### src/spq_pkg.sv
`timescale 1ns / 1ps
// ----------------------------------------------------------------------------
// Sorted min priority queue package
// Shared beat types, control struct and codes for the queue and its cells.
// ----------------------------------------------------------------------------
package spq_pkg;

    localparam int VALUE_W     = 32;
    localparam int CFG_W       = 5;
    localparam int COUNT_OUT_W = 5;
    localparam int STATUS_W    = 2;

    localparam logic [CFG_W-1:0] CAP_RESET = 5'd16;

    localparam logic REQ_PUSH = 1'b0;
    localparam logic REQ_POP  = 1'b1;

    localparam logic [STATUS_W-1:0] ST_DONE  = 2'd0;
    localparam logic [STATUS_W-1:0] ST_FULL  = 2'd1;
    localparam logic [STATUS_W-1:0] ST_EMPTY = 2'd2;

    typedef struct packed {
        logic                      req_type;
        logic signed [VALUE_W-1:0] push_value;
    } req_beat_t;

    typedef struct packed {
        logic signed [VALUE_W-1:0] min_value;
        logic [COUNT_OUT_W-1:0]    entry_count;
        logic                      is_empty;
        logic [STATUS_W-1:0]       status;
    } rsp_beat_t;

    typedef struct packed {
        logic                      push;
        logic                      pop;
        logic signed [VALUE_W-1:0] value;
    } cell_ctl_t;

endpackage

### src/spq_cell.sv
`timescale 1ns / 1ps
// ----------------------------------------------------------------------------
// Sorted min priority queue cell
// Holds one entry, compares it with the pushed value and shifts with its
// neighbors on push or pop.
// ----------------------------------------------------------------------------
module spq_cell (
    input  logic                              clk,
    input  spq_pkg::cell_ctl_t                ctl,
    input  logic                              valid,
    input  logic                              prev_gt,
    input  logic signed [spq_pkg::VALUE_W-1:0] prev_data,
    input  logic signed [spq_pkg::VALUE_W-1:0] succ_data,
    output logic                              gt,
    output logic signed [spq_pkg::VALUE_W-1:0] data,
    output logic signed [spq_pkg::VALUE_W-1:0] data_next
);
    import spq_pkg::*;

    logic signed [VALUE_W-1:0] data_reg;

    assign gt   = valid && (data_reg > ctl.value);
    assign data = data_reg;

    always_comb
    begin
        data_next = data_reg;
        if (ctl.push)
        begin
            if (prev_gt)
            begin
                data_next = prev_data;
            end
            else if (gt || !valid)
            begin
                data_next = ctl.value;
            end
        end
        else if (ctl.pop)
        begin
            data_next = succ_data;
        end
    end

    always_ff @(posedge clk)
    begin
        data_reg <= data_next;
    end

endmodule

### src/sorted_min_priority_queue_unit.sv
`timescale 1ns / 1ps
// Result: the result beat is registered and appears in the cycle after its request is accepted.
// Throughput: one request per cycle while the result side does not stall; the row of cells
// updates all entries in the cycle of acceptance.
// Reset: entry count cleared, capacity limit set to 16, result register empty; the entry
// cells are not cleared and are only read after being written.
// ----------------------------------------------------------------------------
// Sorted min priority queue unit
// Chain of cells kept in ascending order so the minimum always sits in cell 0.
// ----------------------------------------------------------------------------
module sorted_min_priority_queue_unit #(
    parameter int DEPTH = 16
) (
    input  logic                        clk,
    input  logic                        rst_n,
    input  logic                        req_valid,
    output logic                        req_stall,
    input  spq_pkg::req_beat_t          req_beat,
    output logic                        rsp_valid,
    input  logic                        rsp_stall,
    output spq_pkg::rsp_beat_t          rsp_beat,
    input  logic                        cfg_wr_en,
    input  logic [spq_pkg::CFG_W-1:0]   cfg_wr_data
);
    import spq_pkg::*;

    localparam int CNT_W = $clog2(DEPTH + 1);
    localparam int CMP_W = CNT_W + CFG_W;

    logic [CFG_W-1:0]          limit_reg;
    logic [CNT_W-1:0]          count_reg;
    logic [CNT_W-1:0]          count_next;
    logic                      rsp_valid_reg;
    rsp_beat_t                 rsp_beat_reg;
    rsp_beat_t                 rsp_beat_next;

    logic                      req_acc;
    logic                      is_push;
    logic                      is_pop;
    logic                      full;
    logic                      empty;
    logic [CMP_W-1:0]          count_ext;
    logic [CMP_W-1:0]          limit_ext;
    logic [CMP_W-1:0]          count_out_ext;
    cell_ctl_t                 ctl;

    logic                      cell_valid [DEPTH];
    logic                      cell_gt    [DEPTH];
    logic signed [VALUE_W-1:0] cell_data  [DEPTH];
    logic signed [VALUE_W-1:0] cell_next  [DEPTH];

    assign req_stall = rsp_valid_reg && rsp_stall;
    assign req_acc   = req_valid && !req_stall;
    assign is_push   = req_beat.req_type == REQ_PUSH;
    assign is_pop    = req_beat.req_type == REQ_POP;

    assign count_ext = CMP_W'(count_reg);
    assign limit_ext = CMP_W'(limit_reg);
    assign full      = (count_ext >= limit_ext) || (count_ext >= CMP_W'(DEPTH));
    assign empty     = count_reg == '0;

    assign ctl.push  = req_acc && is_push && !full;
    assign ctl.pop   = req_acc && is_pop && !empty;
    assign ctl.value = req_beat.push_value;

    genvar i;
    generate
        for (i = 0; i < DEPTH; i++)
        begin : g_cell
            assign cell_valid[i] = CNT_W'(i) < count_reg;

            spq_cell u_cell (
                .clk       (clk),
                .ctl       (ctl),
                .valid     (cell_valid[i]),
                .prev_gt   ((i == 0) ? 1'b0 : cell_gt[(i == 0) ? 0 : i - 1]),
                .prev_data (cell_data[(i == 0) ? 0 : i - 1]),
                .succ_data (cell_data[(i == DEPTH - 1) ? i : i + 1]),
                .gt        (cell_gt[i]),
                .data      (cell_data[i]),
                .data_next (cell_next[i])
            );
        end
    endgenerate

    always_comb
    begin
        count_next = count_reg;
        if (ctl.push)
        begin
            count_next = count_reg + CNT_W'(1);
        end
        else if (ctl.pop)
        begin
            count_next = count_reg - CNT_W'(1);
        end
    end

    assign count_out_ext = CMP_W'(count_next);

    always_comb
    begin
        rsp_beat_next.min_value   = (count_next == '0) ? '0 : cell_next[0];
        rsp_beat_next.entry_count = count_out_ext[COUNT_OUT_W-1:0];
        rsp_beat_next.is_empty    = count_next == '0;
        rsp_beat_next.status      = ST_DONE;
        if (is_push && full)
        begin
            rsp_beat_next.status = ST_FULL;
        end
        else if (is_pop && empty)
        begin
            rsp_beat_next.status = ST_EMPTY;
        end
    end

    always_ff @(posedge clk or negedge rst_n)
    begin
        if (!rst_n)
        begin
            limit_reg     <= CAP_RESET;
            count_reg     <= '0;
            rsp_valid_reg <= 1'b0;
        end
        else
        begin
            if (cfg_wr_en)
            begin
                limit_reg <= cfg_wr_data;
            end
            if (req_acc)
            begin
                count_reg <= count_next;
            end
            if (req_acc)
            begin
                rsp_valid_reg <= 1'b1;
            end
            else if (!rsp_stall)
            begin
                rsp_valid_reg <= 1'b0;
            end
        end
    end

    always_ff @(posedge clk)
    begin
        if (req_acc)
        begin
            rsp_beat_reg <= rsp_beat_next;
        end
    end

    assign rsp_valid = rsp_valid_reg;
    assign rsp_beat  = rsp_beat_reg;

    a_count_bound : assert property (@(posedge clk) disable iff (!rst_n)
        CMP_W'(count_reg) <= CMP_W'(DEPTH))
        else $error("entry count exceeds depth");

    a_sorted_head : assert property (@(posedge clk) disable iff (!rst_n)
        (count_reg >= CNT_W'(2)) |-> (cell_data[0] <= cell_data[(DEPTH > 1) ? 1 : 0]))
        else $error("head cells out of order");

    a_pop_count : assert property (@(posedge clk) disable iff (!rst_n)
        (req_acc && is_pop && !empty) |=> (count_reg == $past(count_reg) - CNT_W'(1)))
        else $error("pop did not decrement the count");

    a_full_hold : assert property (@(posedge clk) disable iff (!rst_n)
        (req_acc && is_push && full) |=> (count_reg == $past(count_reg)))
        else $error("rejected push changed the count");

endmodule

### config.mk
export PLATFORM = sky130hd
export DESIGN_NAME = sorted_min_priority_queue_unit
export DESIGN_NICKNAME = d
export VERILOG_FILES = /design/src/spq_pkg.sv /design/src/spq_cell.sv /design/src/sorted_min_priority_queue_unit.sv
export SDC_FILE = /design/constraint.sdc
export NUM_CORES = 2
export LEC_CHECK = 0
export BUFFER_PORTS_ARGS = -buffer_cell sky130_fd_sc_hd__buf_4
export CELL_PAD_IN_SITES_DETAIL_PLACEMENT = 1
export CELL_PAD_IN_SITES_GLOBAL_PLACEMENT = 1
export CORE_AREA = 2 2 277 279
export CTS_CLUSTER_SIZE = 16
export DETAILED_ROUTE_END_ITERATION = 10
export DIE_AREA = 0 0 279 281
export GPL_TIMING_DRIVEN = 1
export PLACE_DENSITY_LB_ADDON = 0.1
export SETUP_SLACK_MARGIN = 0.05
export SLEW_MARGIN = 20
export SYNTH_ARGS = -nofsm -noshare
export SYNTH_HDL_FRONTEND = slang
export SYNTH_SLANG_ARGS = --single-unit
### constraint.sdc
create_clock -name clk -period 5 [get_ports clk]
set_input_delay 0.25 -clock clk [delete_from_list [all_inputs] [get_ports clk]]
set_output_delay 0.25 -clock clk [all_outputs]
set_load 0.02 [all_outputs]
Word-level counts from Yosys, hierarchy flattened
Cells that the tools add are included.
{"block": "word_totals", "register_bits": 563, "in_bits": 43, "output_inout_bits": 42, "word_cells": 220}
{"block": "op_classes", "n_addsub": 2, "n_lt_le_gt_ge": 34, "n_eq_ne": 15, "mux": 66, "bitwise_logic": 1, "reduce_logical": 79}
{"op": "2-to-1 mux 32 bit", "n": 61}
{"op": "> comparator 32 bit", "n": 16}
{"op": "!= test 3 x 1 -> 1 bit, second input constant", "n": 14}
{"op": "< comparator 4 x 5 -> 1 bit, first input constant", "n": 8}
{"op": "AND reduction 2 bit", "n": 15}
{"op": "logical AND 1 bit", "n": 24}
{"op": "< comparator 3 x 5 -> 1 bit, first input constant", "n": 4}
{"op": "zero test 1 bit", "n": 19}
{"op": "logical OR 1 bit", "n": 17}
{"op": "zero test 5 bit", "n": 2}
{"op": "< comparator 1 x 5 -> 1 bit, first input constant", "n": 2}
{"op": "< comparator 2 x 5 -> 1 bit, first input constant", "n": 2}
{"op": "2-to-1 mux 5 bit", "n": 2}
{"op": "adder 5 x 1 -> 5 bit, second input constant", "n": 1}
{"op": ">= comparator 5 bit", "n": 1}
{"op": ">= comparator 5 bit, second input constant", "n": 1}
{"op": "subtractor 5 x 1 -> 5 bit, second input constant", "n": 1}
{"op": "nonzero test 2 bit", "n": 2}
{"op": "2-to-1 mux 1 bit", "n": 2}
{"op": "2-to-1 mux 2 bit", "n": 1}
{"op": "!= test 2 x 1 -> 1 bit, second input constant", "n": 1}
{"op": "inverter 1 bit", "n": 1}

Logic depth before layout (Yosys ltp)
{"block": "logic_depth", "ltp_word": 8, "depth_mapped": 13, "mapped_depth_nobuf": 11}

By module
Synthesis repeated with hierarchy kept, for this count alone.
{"block": "hier_totals", "cells_unflattened": 5614, "area_unflattened_um2": 49782.7}
{"module": "spq_cell", "instances": 16, "cells_each": 338, "area_per_inst_um2": 2950.3, "seq_area_each_um2": 640.6}
{"module": "sorted_min_priority_queue_unit", "instances": 1, "cells_each": 206, "area_per_inst_um2": 2577.5, "seq_area_each_um2": 1477.7}

Worst setup path before layout
OpenSTA, ideal clock, no wires.
{"block": "synth_path", "path_kind": "reg-to-reg", "start": "reg rsp_valid_reg, in the netlist rsp_valid", "end": "reg g_cell[1].u_cell.data_reg[0], enable pin", "setup_ns": 0.440, "arrival_ns": 4.305, "required_ns": 4.560, "setup_slack_ns": 0.255, "path_stages_with_launch": 10, "n_path_buf": 2, "synth_period_minus_slack_ns": 4.745, "cell_sequence": "dfrtp_1 -> nand2_1 -> nand2_1 -> inv_1 -> nand2_1 -> a21oi_1 -> clkbuf_1 -> nor2_1 -> clkbuf_1 -> a41oi_1"}
{"block": "synth_via", "elab_chain_len": 7, "word_cells_on_any_way": 10, "classes_between": "1 x eq/ne; 9 x reduce/logical"}
{"item": "start, declared", "line_no": "sorted_min_priority_queue_unit.sv:33", "text": "logic rsp_valid_reg;"}
{"item": "start signal, assigned", "line_no": "sorted_min_priority_queue_unit.sv:123", "text": "rsp_valid_reg <= 1'b0;"}
{"item": "start signal, assigned", "line_no": "sorted_min_priority_queue_unit.sv:137", "text": "rsp_valid_reg <= 1'b1;"}
{"item": "start signal, assigned", "line_no": "sorted_min_priority_queue_unit.sv:141", "text": "rsp_valid_reg <= 1'b0;"}
{"item": "logical AND 1 bit (*)", "line_no": "sorted_min_priority_queue_unit.sv:52", "text": "assign req_stall = rsp_valid_reg && rsp_stall;"}
{"item": "zero test 1 bit (*)", "line_no": "sorted_min_priority_queue_unit.sv:53", "text": "assign req_acc = req_valid && !req_stall;"}
{"item": "logical AND 1 bit (*)", "line_no": "sorted_min_priority_queue_unit.sv:53"}
{"item": "named net req_acc", "line_no": "sorted_min_priority_queue_unit.sv:37", "text": "logic req_acc;"}
{"item": "logical AND 1 bit (on tied branches) (2 in series)", "line_no": "sorted_min_priority_queue_unit.sv:62, sorted_min_priority_queue_unit.sv:63"}
{"item": "!= test 3 x 1 -> 1 bit (no source line) or nonzero test 2 bit (tied branches)"}
{"item": "AND reduction 2 bit (no source line) (*)"}
{"item": "end signal, assigned", "line_no": "spq_cell.sv:47", "text": "data_reg <= data_next;"}
{"item": "end, declared", "line_no": "spq_cell.sv:20", "text": "logic signed [VALUE_W-1:0] data_reg;"}
Mark *: on every way through the listed nets, which the timed path passes. The rest lies on a longest branch.
A chain may end at the register's enable or synchronous reset.

==> flow_summary.ini <==
[worst_setup_path]
cp_num_buf_inv = 4
critPathCaptureType = flop
crit_chain = dlygate4sd3_1, buf_4, inv_1, ha_1, nand4_1, nor3_1, o311a_1, a211oi_2, mux2i_4, buf_4, nand3_1, o211ai_1
cpMostUsedCell = buf_4
cp_slowest_cell = nor3_1
critPathMaxFanout = 64
crit_family = buffers and inverters
worstSetupPathType = input port to flop
required_ns = 5.44
start_kind = input port
slowest_delay_ns = 0.74
critPathArrivalTime_ns = 4.85

[clocking]
cts.sinks = 563
cts_made_buffers = 69
clkLatencyLatePin_ns = 0.63
cts-htree-levels = 3
root_buffer = clkbuf_16
clockBufferDepth = 3
tritoncts = done
clkTransAtPathRegs_ns = 0.06

[layout]
fillers = 8204
area_growth_pct = 12.09
fin_nets = 4426
layoutNonFillerInstCount = 4923
drive_above_1_share = 0.08973
antenna_cells = 0
largest_reg_flops = 512

[logic_synthesis]
synth_area_leader_cell = edfxtp_1
async_reset_ff_frac = 0.01954
yosysMostFrequentCell = nand2_1
netlist_instances = 3844
synth-edff-count = 520
ys_top_cells_by_area = edfxtp_1 (41%), ha_1 (16%), o211ai_1 (5.9%)
syn_area_um2 = 38240
yosys-top-cells-count = nand2_1 (593), edfxtp_1 (520), ha_1 (488), nand3_1 (355), o211ai_1 (299)
syn_nets = 4375
synth_warnings = 0
synth_seq_cells = 563
yosys.area.top_type_share = 0.4083
avgSynthCellArea_um2 = 9.949
yosys_most_used_dff = edfxtp_1
ys_types = 72
synth-seq-area-share = 0.4323

[timing]
rsz0062_at_grt = false
relSlewSlack = 0.2623
tightest_slew_ns = 1.096
period_needed_ns = 4.409
finalSetupViolCount = 0
drv_slew = 0
fin_tns_setup_ns = 0
max_freq_mhz = 226.8
finClkSkew_ns = 0.02867
period_share = 0.8817
hold_viol = 0

[global_route]
antenna_found_initial = 2
gr-total-overflow = 0
grt_pass1_wl_um = 218100
grt_pass1_vias = 34530
grtUsageTotal = 0.3665
grt_max_degree = 180

[run]
max-cap-violations = 0

[route]
drt_iter0_drc = 4271
drt_first_pass_iters = 5
postRouteAntennaNets = 0
post_drt_wl_per_cell_um = 29.67
avgViaCountPerCell = 6.976
wirelength_um = 146000
dr_total_vias = 34340
drc = 0

[placed_design]
gp_congestion = 1.004
portBuffers = 84
dpl.hpwl_um = 108000
place_inst = 4775

[floorplan]
start_util = 0.5069
fp-row-count = 101
pin_count = 85
die-area_um2 = 78400
fp.dieH_um = 281
die_w_um = 279
coreArea_um2 = 75440

[hold_path]
min_path_type = input port to flop

[power]
vdd_ir_drop_max_v = 0.0002660
cellPowerDensity_nw_per_um2 = 319.2
p_leak_uw = 0.01678

[outcome]
status = completed
cell families after synthesis:
logic type,Yosys count,synth area share
simple gates,1403,0.1678
compound gates,965,0.1778
flops,563,0.4323
fa+ha+maj,488,0.1597
buf+inv,320,0.03373
mux,102,0.02804
xor+xnor,3,0.0006872
cell usage in the layout (no fill, tap or decap), types with 62 or more instances in the layout:
| master | synthesis | layout |
|---|---|---|
| nand4_1 | 84 | 84 |
| ha_1 | 488 | 488 |
| o211ai_1 | 299 | 299 |
| nand2_1 | 593 | 593 |
| inv_1 | 93 | 92 |
| o21ai_0 | 87 | 87 |
| clkbuf_16 | 0 | 73 |
| mux2i_1 | 65 | 62 |
| nor2_1 | 207 | 203 |
| edfxtp_1 | 520 | 520 |
| a21oi_1 | 239 | 232 |
| nand3_1 | 355 | 355 |
| a221o_1 | 93 | 93 |
| buf_4 | 5 | 167 |
layer usage:
| layer | routed length [um] | vias up | track usage |
|---|---|---|---|
| met2 | 63210 | 1783 | 0.5518 |
| met3 | 13410 | 289 | 0.05337 |
| met4 | 5715 | 0 | 0.1398 |
| li1 | - | 15030 | - |
| met5 | 0 | - | 0 |
| met1 | 63710 | 17240 | 0.5329 |
repair_timing:
action / in CTS / in global routing
endpoints found under the hold margin: 31 / 0
resized for setup: 0 / 0
setup buffers: 0 / 0
hold buffers: 24 / 0
worst paths after layout:
| check | start | endpoint | slack, ns | depth (start not counted) |
|---|---|---|---|---|
| max in group asynchronous | rst_n | count_reg[4]$_DFFE_PN0P_ | 3.89 | 3 |
| hold / removal | req_beat[10] | g_cell[0].u_cell.data[10]$_DFF_P_ | 0.03 | 3 |
| hold reg to reg | g_cell[0].u_cell.data[8]$_DFF_P_ | g_cell[0].u_cell.data[8]$_DFF_P_ | 0.55 | 2 |
| setup / recovery | req_beat[31] | g_cell[13].u_cell.data[28]$_DFFE_PP_ | 0.59 | 12 |
| min in group asynchronous | rst_n | limit_reg[4]$_DFFE_PN1P_ | 0.14 | 2 |
| setup reg to reg | count_reg[0]$_DFFE_PN0P_ | g_cell[14].u_cell.data[30]$_DFFE_PP_ | 0.86 | 11 |
worst reg2reg max path, delay by kind of cell, from the launching register on:
kind / cells / cell delay (ns)
compound gates: 4 / 1.17
simple gates: 2 / 0.60
flops: 1 / 0.51
fa+ha+maj: 1 / 0.32
buf+inv: 4 / 1.27
where the power goes:
| part | internal (uW) | total, uW | switching (uW) | leakage [uW] |
|---|---|---|---|---|
| Sequential | 5460 | 5780 | 321 | 0.00520 |
| Combinational | 920 | 2780 | 1860 | 0.0105 |
| Clock | 2980 | 5120 | 2140 | 0.00107 |
stage by stage:
stage                     hold slack [ns]    util  setup WS, ns  total power [uW]  area (um2)
after floorplan                  -0.04559       -        0.2550              7474       38240
after global placement            0.09757  0.5346        0.5874              8376       40330
after detailed placement           0.1037  0.5346        0.5523              8539       40330
after CTS                       0.0001166  0.5671        0.6738             13650       42780
after global routing              0.01893  0.5682        0.5087             14110       42870
final                             0.02789  0.5682        0.5913             13680       42870
cell type report:
| type | count | area (um2) | share of cell area |
|---|---|---|---|
| inverter | 94 | 360.3 | 0.008406 |
| timing repair buffer | 206 | 1817 | 0.04238 |
| clock buffer | 89 | 1897 | 0.04425 |
| tap | 978 | 1224 | 0.02855 |
| clock inverter | 32 | 310.3 | 0.007239 |
| sequential | 563 | 16530 | 0.3857 |
| multi-input combinational | 2961 | 20730 | 0.4835 |
No activity file was read; power rests on OpenSTA's default activity.
